--- src/rtl/core/srsw_pkg.sv ---
// Shared constants, codes and controller/datapath interface types of the sender window.
package srsw_pkg;

  localparam int WINDOW_SIZE = 8;
  localparam int SEQ_MODULUS = 32;
  localparam int TIME_BITS   = 16;

  localparam int SLOT_W    = $clog2(WINDOW_SIZE);
  localparam int COUNT_W   = $clog2(WINDOW_SIZE + 1);
  localparam int SEQ_W     = $clog2(SEQ_MODULUS);
  localparam int TIMEOUT_W = 15;
  localparam int CMD_W     = 2;
  localparam int ACT_W     = 3;

  localparam logic [TIMEOUT_W-1:0] TIMEOUT_RESET = TIMEOUT_W'(100);

  typedef enum logic [CMD_W-1:0] {
    CMD_SEND = 2'd0,
    CMD_ACK  = 2'd1,
    CMD_TICK = 2'd2
  } srsw_cmd_e;

  typedef enum logic [ACT_W-1:0] {
    ACT_NONE    = 3'd0,
    ACT_SENT    = 3'd1,
    ACT_REFUSED = 3'd2,
    ACT_TAKEN   = 3'd3,
    ACT_IGNORED = 3'd4,
    ACT_RESENT  = 3'd5
  } srsw_action_e;

  typedef struct packed {
    logic exec;
    logic retire_step;
    logic retire_end;
    logic seek_step;
    logic seek_end;
    logic load_out;
  } srsw_ctrl_t;

  typedef struct packed {
    logic retire_pend;
    logic retire_more;
    logic seek_pend;
    logic seek_more;
    logic out_free;
  } srsw_status_t;

endpackage

--- src/rtl/core/srsw_dp.sv ---
// Datapath of the sender window: window state, send time ring, timer and result register.
module srsw_dp import srsw_pkg::*; (
  input  logic                 clk_i,
  input  logic                 rst_ni,
  input  srsw_ctrl_t           ctrl_i,
  output srsw_status_t         status_o,
  input  logic [CMD_W-1:0]     in_cmd_i,
  input  logic [SEQ_W-1:0]     in_ack_i,
  input  logic                 cfg_we_i,
  input  logic [TIMEOUT_W-1:0] cfg_wdata_i,
  input  logic                 out_ready_i,
  output logic                 out_valid_o,
  output logic [ACT_W-1:0]     out_action_o,
  output logic [SEQ_W-1:0]     out_seq_o,
  output logic [COUNT_W-1:0]   out_in_flight_o
);

  logic [WINDOW_SIZE-1:0] acked_q, acked_d;
  logic [TIME_BITS-1:0]   tq_q [WINDOW_SIZE];
  logic [SLOT_W-1:0]      head_q, head_d;
  logic [SLOT_W-1:0]      tq_head_q, tq_head_d;
  logic [COUNT_W-1:0]     count_q, count_d;
  logic [SEQ_W-1:0]       base_q, base_d;
  logic [SEQ_W-1:0]       next_q, next_d;
  logic [SLOT_W-1:0]      scan_q, scan_d;
  logic [COUNT_W-1:0]     tries_q, tries_d;
  logic [TIME_BITS-1:0]   now_q, now_d;
  logic [TIMEOUT_W-1:0]   timeout_q, timeout_d;
  logic [ACT_W-1:0]       act_q, act_d;
  logic [SEQ_W-1:0]       seq_q, seq_d;
  logic                   ret_pend_q, ret_pend_d;
  logic                   seek_pend_q, seek_pend_d;
  logic                   out_valid_q, out_valid_d;
  logic [ACT_W-1:0]       out_act_q, out_act_d;
  logic [SEQ_W-1:0]       out_seq_q, out_seq_d;
  logic [COUNT_W-1:0]     out_cnt_q, out_cnt_d;

  logic                   tq_we;
  logic [SLOT_W-1:0]      tq_waddr;
  logic [TIME_BITS-1:0]   tq_wdata;

  logic [TIME_BITS-1:0]   now_inc;
  logic [TIME_BITS-1:0]   elapsed;
  logic                   timed_out;
  logic [SEQ_W-1:0]       ack_off;
  logic                   ack_found;
  logic [SLOT_W-1:0]      ack_slot;
  logic [SLOT_W-1:0]      tail_slot;
  logic [SLOT_W-1:0]      tail_tq;
  logic [SLOT_W-1:0]      scan_slot;
  logic [SLOT_W-1:0]      scan_next;
  logic                   full;

  assign now_inc   = now_q + TIME_BITS'(1);
  assign elapsed   = now_inc - tq_q[tq_head_q];
  assign timed_out = (count_q != '0) && (elapsed >= TIME_BITS'(timeout_q));
  assign ack_off   = in_ack_i - base_q;
  assign ack_found = ack_off < SEQ_W'(count_q);
  assign ack_slot  = head_q + ack_off[SLOT_W-1:0];
  assign tail_slot = head_q + count_q[SLOT_W-1:0];
  assign tail_tq   = tq_head_q + count_q[SLOT_W-1:0];
  assign scan_slot = head_q + scan_q;
  assign scan_next = ((COUNT_W'(scan_q) + COUNT_W'(1)) == count_q) ? '0 : scan_q + SLOT_W'(1);
  assign full      = count_q >= COUNT_W'(WINDOW_SIZE);

  always_comb begin
    acked_d     = acked_q;
    head_d      = head_q;
    tq_head_d   = tq_head_q;
    count_d     = count_q;
    base_d      = base_q;
    next_d      = next_q;
    scan_d      = scan_q;
    tries_d     = tries_q;
    now_d       = now_q;
    act_d       = act_q;
    seq_d       = seq_q;
    ret_pend_d  = ret_pend_q;
    seek_pend_d = seek_pend_q;
    out_valid_d = out_valid_q;
    out_act_d   = out_act_q;
    out_seq_d   = out_seq_q;
    out_cnt_d   = out_cnt_q;
    tq_we       = 1'b0;
    tq_waddr    = tail_tq;
    tq_wdata    = now_q;
    timeout_d   = cfg_we_i ? cfg_wdata_i : timeout_q;

    if (ctrl_i.exec) begin
      act_d       = ACT_NONE;
      seq_d       = '0;
      ret_pend_d  = 1'b0;
      seek_pend_d = 1'b0;
      tries_d     = '0;
      case (in_cmd_i)
        CMD_SEND: begin
          if (full) begin
            act_d = ACT_REFUSED;
          end else begin
            acked_d[tail_slot] = 1'b0;
            tq_we              = 1'b1;
            count_d            = count_q + COUNT_W'(1);
            seq_d              = next_q;
            next_d             = next_q + SEQ_W'(1);
            act_d              = ACT_SENT;
          end
        end
        CMD_ACK: begin
          seq_d = in_ack_i;
          if (!ack_found) begin
            act_d = ACT_IGNORED;
          end else begin
            act_d             = ACT_TAKEN;
            acked_d[ack_slot] = 1'b1;
            ret_pend_d        = (in_ack_i == base_q);
            seek_pend_d       = 1'b1;
          end
        end
        CMD_TICK: begin
          now_d = now_inc;
          if (timed_out) begin
            // drop the front time, append the current one at the old tail
            seq_d       = base_q + SEQ_W'(scan_q);
            tq_head_d   = tq_head_q + SLOT_W'(1);
            tq_we       = 1'b1;
            tq_wdata    = now_inc;
            scan_d      = scan_next;
            seek_pend_d = 1'b1;
            act_d       = ACT_RESENT;
          end
        end
        default: begin
        end
      endcase
    end

    if (ctrl_i.retire_step) begin
      acked_d[head_q] = 1'b0;
      head_d          = head_q + SLOT_W'(1);
      tq_head_d       = tq_head_q + SLOT_W'(1);
      count_d         = count_q - COUNT_W'(1);
      base_d          = base_q + SEQ_W'(1);
    end

    if (ctrl_i.retire_end) begin
      scan_d     = '0;
      ret_pend_d = 1'b0;
    end

    if (ctrl_i.seek_step) begin
      scan_d  = scan_next;
      tries_d = tries_q + COUNT_W'(1);
    end

    if (ctrl_i.seek_end) begin
      if (count_q == '0) begin
        scan_d = '0;
      end
      seek_pend_d = 1'b0;
    end

    if (ctrl_i.load_out) begin
      out_valid_d = 1'b1;
      out_act_d   = act_q;
      out_seq_d   = seq_q;
      out_cnt_d   = count_q;
    end else if (out_ready_i) begin
      out_valid_d = 1'b0;
    end
  end

  always_ff @(posedge clk_i or negedge rst_ni) begin
    if (!rst_ni) begin
      acked_q     <= '0;
      head_q      <= '0;
      tq_head_q   <= '0;
      count_q     <= '0;
      base_q      <= '0;
      next_q      <= '0;
      scan_q      <= '0;
      tries_q     <= '0;
      now_q       <= '0;
      timeout_q   <= TIMEOUT_RESET;
      ret_pend_q  <= 1'b0;
      seek_pend_q <= 1'b0;
      out_valid_q <= 1'b0;
    end else begin
      acked_q     <= acked_d;
      head_q      <= head_d;
      tq_head_q   <= tq_head_d;
      count_q     <= count_d;
      base_q      <= base_d;
      next_q      <= next_d;
      scan_q      <= scan_d;
      tries_q     <= tries_d;
      now_q       <= now_d;
      timeout_q   <= timeout_d;
      ret_pend_q  <= ret_pend_d;
      seek_pend_q <= seek_pend_d;
      out_valid_q <= out_valid_d;
    end
  end

  always_ff @(posedge clk_i) begin
    act_q     <= act_d;
    seq_q     <= seq_d;
    out_act_q <= out_act_d;
    out_seq_q <= out_seq_d;
    out_cnt_q <= out_cnt_d;
    if (tq_we) begin
      tq_q[tq_waddr] <= tq_wdata;
    end
  end

  assign status_o.retire_pend = ret_pend_q;
  assign status_o.retire_more = (count_q != '0) && acked_q[head_q];
  assign status_o.seek_pend   = seek_pend_q;
  assign status_o.seek_more   = (count_q != '0) && acked_q[scan_slot] && (tries_q < count_q);
  assign status_o.out_free    = !out_valid_q || out_ready_i;

  assign out_valid_o     = out_valid_q;
  assign out_action_o    = out_act_q;
  assign out_seq_o       = out_seq_q;
  assign out_in_flight_o = out_cnt_q;

endmodule

--- src/rtl/core/srsw_ctrl.sv ---
// Controller of the sender window: sequences execute, retire, pointer search and result load.
module srsw_ctrl import srsw_pkg::*; (
  input  logic         clk_i,
  input  logic         rst_ni,
  input  logic         in_valid_i,
  output logic         in_ready_o,
  input  srsw_status_t status_i,
  output srsw_ctrl_t   ctrl_o
);

  typedef enum logic [3:0] {
    ST_IDLE   = 4'b0001,
    ST_RETIRE = 4'b0010,
    ST_SEEK   = 4'b0100,
    ST_DONE   = 4'b1000
  } srsw_state_e;

  srsw_state_e state_q, state_d;

  always_comb begin
    state_d = state_q;
    ctrl_o  = '0;
    case (state_q)
      ST_IDLE: begin
        if (in_valid_i) begin
          ctrl_o.exec = 1'b1;
          state_d     = ST_RETIRE;
        end
      end
      ST_RETIRE: begin
        if (status_i.retire_pend) begin
          if (status_i.retire_more) begin
            ctrl_o.retire_step = 1'b1;
          end else begin
            ctrl_o.retire_end = 1'b1;
          end
        end else begin
          state_d = ST_SEEK;
        end
      end
      ST_SEEK: begin
        if (status_i.seek_pend) begin
          if (status_i.seek_more) begin
            ctrl_o.seek_step = 1'b1;
          end else begin
            ctrl_o.seek_end = 1'b1;
          end
        end else begin
          state_d = ST_DONE;
        end
      end
      ST_DONE: begin
        if (status_i.out_free) begin
          ctrl_o.load_out = 1'b1;
          state_d         = ST_IDLE;
        end
      end
      default: begin
        state_d = ST_IDLE;
      end
    endcase
  end

  always_ff @(posedge clk_i or negedge rst_ni) begin
    if (!rst_ni) begin
      state_q <= ST_IDLE;
    end else begin
      state_q <= state_d;
    end
  end

  assign in_ready_o = (state_q == ST_IDLE);

endmodule

--- src/rtl/core/selective_repeat_sender_window.sv ---
// After execute, the controller retires acked slots in RETIRE and searches for an unacked slot in SEEK.
// Throughput: one word at a time; the next word is taken once the previous result is loaded.
// One result word is held, so a stalled output lets one more word in; its result then waits in DONE.
// Reset: asynchronous, active low; empty window, clock at zero, timeout back to 100 ticks.
// The send time ring is not cleared; only entries inside the window are ever read.
module selective_repeat_sender_window import srsw_pkg::*; (
  input  logic                 clk_i,
  input  logic                 rst_ni,
  input  logic                 s_axis_tvalid,
  output logic                 s_axis_tready,
  input  logic [7:0]           s_axis_tdata,   // [4:0] ack_seq
  input  logic [CMD_W-1:0]     s_axis_tuser,   // [1:0] cmd
  output logic                 m_axis_tvalid,
  input  logic                 m_axis_tready,
  output logic [15:0]          m_axis_tdata,   // [4:0] seq, [8:5] in_flight
  output logic [ACT_W-1:0]     m_axis_tuser,   // [2:0] action
  input  logic                 cfg_we_i,
  input  logic [TIMEOUT_W-1:0] cfg_wdata_i
);

  srsw_ctrl_t         ctrl;
  srsw_status_t       status;
  logic [SEQ_W-1:0]   out_seq;
  logic [COUNT_W-1:0] out_in_flight;

  srsw_ctrl u_ctrl (
    .clk_i      (clk_i),
    .rst_ni     (rst_ni),
    .in_valid_i (s_axis_tvalid),
    .in_ready_o (s_axis_tready),
    .status_i   (status),
    .ctrl_o     (ctrl)
  );

  srsw_dp u_dp (
    .clk_i           (clk_i),
    .rst_ni          (rst_ni),
    .ctrl_i          (ctrl),
    .status_o        (status),
    .in_cmd_i        (s_axis_tuser),
    .in_ack_i        (s_axis_tdata[SEQ_W-1:0]),
    .cfg_we_i        (cfg_we_i),
    .cfg_wdata_i     (cfg_wdata_i),
    .out_ready_i     (m_axis_tready),
    .out_valid_o     (m_axis_tvalid),
    .out_action_o    (m_axis_tuser),
    .out_seq_o       (out_seq),
    .out_in_flight_o (out_in_flight)
  );

  assign m_axis_tdata = {(16 - SEQ_W - COUNT_W)'(0), out_in_flight, out_seq};

endmodule

--- config.mk ---
export PLATFORM = sky130hd
export DESIGN_NAME = selective_repeat_sender_window
export DESIGN_NICKNAME = d
export VERILOG_FILES = /design/src/rtl/core/srsw_pkg.sv /design/src/rtl/core/srsw_dp.sv /design/src/rtl/core/srsw_ctrl.sv /design/src/rtl/core/selective_repeat_sender_window.sv
export SDC_FILE = /design/constraint.sdc
export NUM_CORES = 1
export LEC_CHECK = 0
export ABC_AREA = 1
export ABC_CLOCK_PERIOD_IN_PS = 7700
export BUFFER_PORTS_ARGS = -buffer_cell sky130_fd_sc_hd__buf_2
export CAP_MARGIN = 20
export CORE_UTILIZATION = 30
export CTS_BUF_LIST = sky130_fd_sc_hd__clkbuf_4
export CTS_CLUSTER_DIAMETER = 200
export CTS_CLUSTER_SIZE = 10
export DETAILED_ROUTE_END_ITERATION = 8
export PLACE_DENSITY = 0.49
export SKIP_CTS_REPAIR_TIMING = 1
export SLEW_MARGIN = 0
export SYNTH_ARGS = -nofsm -noshare
export SYNTH_HDL_FRONTEND = slang
export SYNTH_SLANG_ARGS = --single-unit
--- constraint.sdc ---
create_clock -name clk_i -period 7.7 [get_ports clk_i]
set_clock_uncertainty 0.05 [all_clocks]
set_input_delay 1.155 -clock clk_i [delete_from_list [all_inputs] [get_ports clk_i]]
set_output_delay 1.155 -clock clk_i [all_outputs]
set_load 0.02 [all_outputs]
; Word level (Yosys, flattened, before mapping)
; Memories as Yosys holds them, arrays and structs flattened.
; Cells that the tools add are included.
; W data, S select, Z words.
[totals]
ff_bits = 93
ram_bits = 128
input_bits = 30
output_inout_bits = 21
word_cells = 168
mem_count = 1
[memory_table]
columns = name, words, width, read_ports, rd_clocked_by_memory_dff, wr, line
row1 = u_dp.tq_q, 8, 16, 1, 0, 1, srsw_dp.sv:19  ; logic [TIME_BITS-1:0] tq_q [WINDOW_SIZE];
[classes]
addsub = 17
order_cmp = 11
n_eq_ne = 13
muxes = 76
bitwise_logic = 6
n_reduce_logical = 25
[op_table]
columns = cell, count
row1 = $mux W16, 3
row2 = $mux W3, 14
row3 = $mux W4, 10
row4 = $mux W8, 4
row5 = $mux W1, 27
row6 = $add A16 B1 Y16 const B, 1
row7 = $and A8 B8 Y8, 2
row8 = $ge A16 B15 Y1, 1
row9 = $lt A3 B4 Y1 const B, 4
row10 = $not A8 Y8, 2
row11 = $pmux W4 S4, 1
row12 = $pmux W8 S2, 1
row13 = $reduce_bool A2 Y1, 8
row14 = $sub A16 B16 Y16, 1
row15 = $pmux W5 S3, 1
row16 = $add A3 B3 Y3, 4
row17 = $add A5 B1 Y5 const B, 2
row18 = $mux W2, 5
row19 = $mux W5, 2
row20 = $ne A2 B2 Y1 const B, 5
row21 = $add A3 B1 Y3 const B, 3
row22 = $demux W1 S3, 3
row23 = $ge A3 B1 Y1 const B, 3
row24 = $pmux W3 S3, 1
row25 = 29 further kinds, 40

; Longest topological paths before layout
; Gate-level depths: netlist of the first run.
[depth]
depth_word = 12
mapped_depth = 31
mapped_depth_nobuf = 30

; Cells and area by module
; A second synthesis of the first run with hierarchy kept.
[unflattened]
hier_cells = 1187
area_unflattened_um2 = 11634.9
[modules_own_cells]
columns = mod, instances, cells_each, area_each_um2, seq_area_each_um2
row1 = srsw_dp, 1, 1132, 11287.1, 6174.7
row2 = srsw_ctrl, 1, 47, 291.5, 101.3
row3 = selective_repeat_sender_window, 1, 8, 56.3, 0.0

; Least setup slack after synthesis of the first run
; OpenSTA, ideal clock, no wires.
[synth_timing]
kind = flip-flop to flip-flop
from = register u_dp.tq_head_q[0]
to = memory u_dp.tq_q[0][0], enable pin
setup_time_ns = 0.388
arrival_time_ns = 4.590
required_ns = 7.262
setup_slack_ns = 2.672
stages_incl_launch_ff = 30
path_buffers = 2
synth_period_minus_slack_ns = 5.028
path_cell_list = dfrtp_1 > clkbuf_1 > clkbuf_1 > nor2_1 > o22ai_1 > nor2_1 > a31oi_1 > ha_1 > inv_1 > fa_1 > a31oi_1 > o31ai_4 > nand3_1 > nand2_1 > nand3_1 > nand2_1 > xor2_1 > ha_1 > inv_1 > nor3_1 > a211oi_1 > nand2_1 > nand2_1 > nand2_1 > nand2_1 > nand4_4 > nand3_4 > nand2_1 > nand2_1 > nor2_1
[synth_via]
elab_chain_len = 9
word_cells_on_any_way = 10
classes_between = add/sub (2) / order compare (1) / mux (5) / reduce/logical (1) / memory (1)
[synth_lines]
columns = item, line
row1 = from (decl), srsw_dp.sv:21  ; logic [SLOT_W-1:0] tq_head_q, tq_head_d;
row2 = from (signal assigned), srsw_dp.sv:190  ; tq_head_q <= tq_head_d;
row3 = $mem_v2 Z8 W16, -
row4 = $sub A16 B16 Y16, srsw_dp.sv:55  ; assign elapsed = now_inc - tq_q[tq_head_q];
row5 = $ge A16 B15 Y1, srsw_dp.sv:56  ; assign timed_out = (count_q != '0) && (elapsed >= TIME_BITS'(timeout_q));
row6 = $logic_and A1 B1 Y1, srsw_dp.sv:56
row7 = $mux W1, srsw_dp.sv:121  ; if (timed_out) begin
row8 = $pmux W1 S2, srsw_dp.sv:95  ; case (in_cmd_i)
row9 = $mux W1, srsw_dp.sv:89  ; if (ctrl_i.exec) begin
row10 = $mux W1, srsw_dp.sv:210  ; if (tq_we) begin
row11 = $mux W1 (not written as such), srsw_dp.sv:211  ; tq_q[tq_waddr] <= tq_wdata;
row12 = to (decl), srsw_dp.sv:19
; Several ways; a longest one is shown, not always the timed one.

; Worst setup path after layout of the first run
[layout_timing]
from = register u_dp.tq_head_q[0]
to = memory u_dp.tq_q[3][7], enable pin
; The elaborated chain is that of the path after synthesis.

==> results_dict.tcl, run 1 <==
set metrics [dict create \
    run_status "completed" \
    wire_per_inst_um 15.45 \
    die_h_um 199.4 \
    min_path_type "in2async" \
    rsz0062_at_grt "no" \
    critPathKind "reg2reg" \
    p_per_area_nw_per_um2 399.3 \
    path_max_fanout 68 \
    dpl.hpwl_mm 18.45 \
    grt_pass1_vias 7867 \
    clock_path_buffers 3 \
    cts_tree "yes" \
    initial_core_util_pct 30.76 \
    cts_buffers 26 \
    die-area_um2 39780 \
    drt_wl_total_mm 27.42 \
    syn_area_per_cell_um2 9.787 \
    synth_seq_cells 221 \
    antenna_found_initial 1 \
    dp_slack_ns 1.621 \
    timing.fmax_mhz 167.1 \
    fin_crit_ns 5.985 \
    drc_errors 0 \
    nets 1341 \
    cts_max_level 1 \
    cts.sinks 221 \
    yosys_warnings 0 \
    clk_pin_slew_ns 0.13 \
    num_io_pins 51 \
    irDropWorstVdd_uv 147.9 \
    grt_pass1_wl_mm 43.65 \
    synth-simple-area-share_pct 14.36 \
    ys_types 54 \
    yosys.area_share.xor_xnor_pct 4.344 \
    netlist.top_cell.by_area "edfxtp_1" \
    synth_edf_count 148 \
    die_w_um 199.4 \
    cts-root-buf "clkbuf_4" \
    leakage_nw 5.385 \
    synthCells 1195 \
    final_layout_size_suffix_gt1_share_pct 11.96 \
    worst_pin_slew_ns 0.8463 \
    synth_most_common_cell "nand2_1" \
    endpoint_kind "flip-flop" \
    path_buf_inv 4 \
    synth_fa_ha_area_share_pct 7.789 \
    async_flop_share_pct 33.03 \
    slowest_stage "buf_4" \
    hold_violations 0 \
    whs_ns 0.1908 \
    fin_ws_ns 1.715 \
    arrival_ns 6.37 \
    final.setup.tns_ns 0 \
    ant_nets 0 \
    dr.pass1.iters 7 \
    slew_viol_final 0 \
    area_delta_synth_final_pct 10.20 \
    ys.flop_type "edfxtp_1" \
    cpPeakStageDelay_ns 0.57 \
    seq_area_frac_synth_pct 53.66 \
    gr-total-overflow 0 \
    track_usage_pct 14.19 \
    portBuffers 40 \
    relSlewSlack_pct 43.44 \
    synth_top_family_by_area "simple AND/OR/NAND/NOR gates" \
    via_count 8334 \
    maxCapViolCount 0 \
    syn_area_um2 11690 \
    netlist_top_cells_count "nand2_1 (206), edfxtp_1 (148), inv_1 (146)" \
    core_area_um2 38020 \
    synthMuxAreaShare_pct 0.09629 \
    synthDominantCellAreaShare_pct 38.00 \
    critPathLaunchType "flip-flop" \
    fin_crit_sh_pct 77.73 \
    routabilityCongestion 0.8241 \
    rows 71 \
    synth_compound_area_share_pct 12.83 \
    clock_latency_ns 0.74 \
    dr.first_iter.drc_count 499 \
    path_delay_family "simple AND/OR/NAND/NOR gates" \
    grt_max_degree 74 \
    viasPerCell 4.695 \
    required_ns 8.09 \
    finalSetupViolCount 0 \
    yosys-top-cells-area "edfxtp_1 (38%), dfrtp_1 (15%), nand2_1 (6.6%)" \
    crit_top_cell "nand2_1" \
]
[power breakdown]
part           internal, mW  switching [mW]
Sequential             1.61           0.146
Clock                 0.301           0.420
Combinational         0.918            1.75
[registers in the layout, indices dropped and copies added, names as in the netlist, 3 cells and up]
register / cells
u_dp.tq_q: 128
u_dp.now_q: 16
u_dp.timeout_q: 15
u_dp.acked_q: 8
u_dp.base_q: 5
u_dp.next_q: 5
u_dp.out_seq_o: 5
u_dp.seq_q: 5
u_ctrl.state_q: 4
u_dp.count_q: 4
u_dp.out_in_flight_o: 4
u_dp.tries_q: 4
u_dp.act_q: 3
u_dp.head_q: 3
u_dp.out_action_o: 3
u_dp.scan_q: 3
u_dp.tq_head_q: 3
[worst register-to-register path: cells and delay by family, from the launching register on]
kind / cells / cell delay [ns]
buf+inv: 4 / 1.01
simple gates: 15 / 1.98
fa+ha+maj: 3 / 0.87
compound gates: 6 / 1.23
flops: 1 / 0.39
xor+xnor: 1 / 0.15
[final cells by class]
cell class	count	area (um^2)
Multi-Input combinational cell	784	4653
Clock inverter	2	38.79
Timing Repair Buffer	58	357.8
Fill cell	3957	25130
Sequential cell	221	6277
Antenna cell	1	2.502
Clock buffer	46	345.3
Inverter	152	573.1
Tap cell	511	639.4
[cells by family (layout without fill, tap and decap cells)]
family,Yosys count,after routing
buffers and inverters,196,258
and+or+nand+nor,396,396
adders and majority gates,68,68
DFF,221,221
other,1,8
AOI/OAI and AO/OA,254,254
muxes,1,1
xor gates and xnor gates,58,58
[metal layers]
metal | global-route usage, % | routed length, um
met1 | 19.29 | 12870
met2 | 23.55 | 12930
met3 | 1.924 | 1089
met4 | 3.930 | 527
met5 | 0 | 0
[final timing paths]
kind | startpoint | end | slack, ns | cells past startpoint
hold / removal | rst_ni | u_dp.base_q[1] | 0.19 | 1
max in group asynchronous | rst_ni | u_dp.timeout_q[6] | 6.81 | 2
setup reg to reg | u_dp.tq_head_q[0] | u_dp.tq_q[3][7] | 1.71 | 29
hold reg to reg | u_dp.act_q[0] | u_dp.out_action_o[0] | 0.38 | 0
setup / recovery | u_dp.tq_head_q[0] | u_dp.tq_q[3][7] | 1.71 | 29
min in group clk_i | u_dp.act_q[0] | u_dp.out_action_o[0] | 0.38 | 0
[through the flow]
step                cell area, um^2  util, %  cells  total power, mW
floorplan                     11720        -   1201            3.759
global placement              12470    32.81   1725            4.459
detailed placement            12470    32.81   1725            4.489
CTS                           12860    33.82   1773            5.235
global route                  12890    33.89   1775            5.675
finish                        12890    33.89   1775            5.146
[placed cells by master (no fill, tap or decap), types with 3 or more instances in the layout]
| cell | count |
|---|---|
| conb_1 | 7 |
| o221ai_1 | 12 |
| nand2_2 | 4 |
| nand2_1 | 206 |
| a21oi_1 | 39 |
| nor2_2 | 12 |
| nor2_1 | 96 |
| o21ai_2 | 7 |
| buf_4 | 18 |
| dfrtp_1 | 68 |
| o211ai_1 | 13 |
| xor2_1 | 48 |
| xnor2_1 | 10 |
| edfxtp_1 | 148 |
| a31oi_1 | 12 |
| nand3_1 | 40 |
| inv_1 | 146 |
| fa_1 | 8 |
| o22ai_1 | 14 |
| nand4_1 | 13 |
| ha_1 | 60 |
| and2_1 | 3 |
| dfstp_2 | 4 |
| o21ai_1 | 6 |
| buf_2 | 39 |
| o21ai_0 | 125 |
| or2_2 | 4 |
| o21a_1 | 3 |
| inv_2 | 4 |
| a22oi_1 | 8 |
| clkbuf_4 | 46 |
| nor3_1 | 11 |
Power figures use the tool's default switching activity.
==> run 2: changes to the inputs <==
- ABC_CLOCK_PERIOD_IN_PS: 7700 -> 5520
- clock period: 7.7 -> 5.52 ns (I/O delays scaled with it)
==> results_dict.tcl, run 2 (synthesis gave the netlist of run 1 again) <==
set metrics [dict create \
    largest_register_ffs 128 \
    cts_buffers 26 \
    power_mw 7.289 \
    critPathLaunchType "flip-flop" \
    clock_latency_ns 0.73 \
    drt_wl_total_mm 27.72 \
    placed_cells 1739 \
    fillers 3947 \
    clk_pin_slew_ns 0.13 \
    routabilityCongestion 0.8281 \
    critPathKind "reg2reg" \
    arrival_ns 5.40 \
    met2_usage_pct 24.13 \
    holdPathStages 3 \
    cts_max_level 1 \
    viasPerCell 4.695 \
    multi_input_area_um2 4691 \
    num_io_pins 51 \
    cts-root-buf "clkbuf_4" \
    path_max_fanout 23 \
    via_count 8414 \
    area_delta_synth_final_pct 11.79 \
    nets 1358 \
    most-common-layout-cells "nand2_1 (206), edfxtp_1 (148), inv_1 (146)" \
    hold_violations 0 \
    use_met1_pct 19.08 \
    cts_tree "yes" \
    required_ns 5.87 \
    portBuffers 40 \
    dr.first_iter.drc_count 441 \
    ant_nets 0 \
    endpoint_kind "flip-flop" \
    worst_pin_slew_ns 0.9378 \
    grt_pass1_wl_mm 44.08 \
    relSlewSlack_pct 37.48 \
    die_h_um 199.4 \
    min_path_type "in2reg" \
    initial_core_util_pct 30.76 \
    grt.busiest_layer "met2" \
    clock_path_buffers 3 \
    grt_pass1_vias 8147 \
    timing.fmax_mhz 197.8 \
    final_layout_size_suffix_gt1_share_pct 13.20 \
    grt_max_degree 65 \
    die-area_um2 39780 \
    wire_per_inst_um 15.47 \
    final_util_pct 34.39 \
    drc_errors 0 \
    antenna_found_initial 1 \
    worstRegToRegCells 27 \
    finalSetupViolCount 0 \
    leakage_nw 5.477 \
    seq_area_um2 6277 \
    fin_crit_sh_pct 91.58 \
    dpl.hpwl_mm 19.17 \
    cts.sinks 221 \
    top_regs "u_dp.tq_q (128), u_dp.now_q (16), u_dp.timeout_q (15)" \
    slew_viol_final 0 \
    track_usage_pct 14.27 \
    die_w_um 199.4 \
    grt_use_met3_pct 2.042 \
    irDropWorstVdd_uv 235.9 \
    final_common_cell "nand2_1" \
    fin_crit_ns 5.055 \
    fin_cells 1792 \
    rows 71 \
    run_status "completed" \
    core_area_um2 38020 \
    top_register "u_dp.tq_q" \
    p_per_area_nw_per_um2 557.5 \
    gr-total-overflow 0 \
    maxCapViolCount 0 \
    dr.pass1.iters 5 \
]
run 2: changes by cell type in the layout (fill, tap and decap cells not counted), sizes merged:
cell	previous run	this run
dlygate4sd3	0	1
buf	58	74
run 2: metrics by stage:
stage	cell area, um^2	setup WS, ns	hold slack [ns]	TNS, ns
after global routing	13070	-0.008265	0.2003	-0.05230
after CTS	12970	0.2156	-0.1768	0
final	13070	0.4647	0.2386	0
after floorplan	11720	0.4918	0.3503	0
after detailed placement	12590	0.2419	0.3545	0
after global placement	12590	0.2442	0.3586	0
run 2: final timing paths:
| kind | to | startpoint | slack (ns) |
|---|---|---|---|
| setup reg to reg | u_dp.tq_q[4][6] | u_dp.tq_head_q[0] | 0.46 |
| min in group asynchronous | u_dp.next_q[2] | rst_ni | 0.42 |
| hold reg to reg | u_dp.out_seq_o[3] | u_dp.seq_q[3] | 0.38 |
| max in group asynchronous | u_dp.tq_head_q[0] | rst_ni | 3.84 |
| setup / recovery | u_dp.tq_q[4][6] | u_dp.tq_head_q[0] | 0.46 |
| hold / removal | u_dp.timeout_q[2] | cfg_wdata_i[2] | 0.24 |
run 2: report_power, final:
group | switching, mW | internal (mW)
clock network | 0.580 | 0.420
registers | 0.209 | 2.25
logic | 2.45 | 1.37
run 2: layout make-up:
type                            count  area share, %
Inverter                          152          4.383
Antenna cell                        1        0.01914
Timing Repair Buffer               75          3.876
Multi-Input combinational cell    784          35.88
Clock inverter                      2         0.2967
Tap cell                          511          4.890
Clock buffer                       46          2.641
Sequential cell                   221          48.01
run 2: worst max-delay path: stages, from the launching register on:
cell	delay (ns)
dfrtp_2	0.46
inv_2	0.17
buf_6	0.23
o21ai_0	0.10
o221ai_1	0.15
o21ai_0	0.23
fa_1	0.48
a31oi_1	0.33
o31ai_4	0.14
nand3_1	0.10
nand2_1	0.09
nand3_1	0.08
nand2_1	0.08
xor2_1	0.15
ha_1	0.27
inv_1	0.04
nor3_1	0.17
nand2_1	0.07
nand2_1	0.06
nand2_1	0.05
nand2_1	0.06
nand2_1	0.08
nand4_4	0.15
nand3_4	0.22
nand2_1	0.19
nand2_1	0.11
nor2_2	0.08
buf_4	0.31
run 2: per-layer routing:
| layer | share of wire [%] | vias to the layer above | routed length [um] |
|---|---|---|---|
| li1 | - | 4205 | - |
| met4 | 2.0 | 0 | 547 |
| met5 | 0 | - | 0 |
| met1 | 47 | 4042 | 13040 |
| met2 | 48 | 127 | 13210 |
| met3 | 3.3 | 40 | 914 |
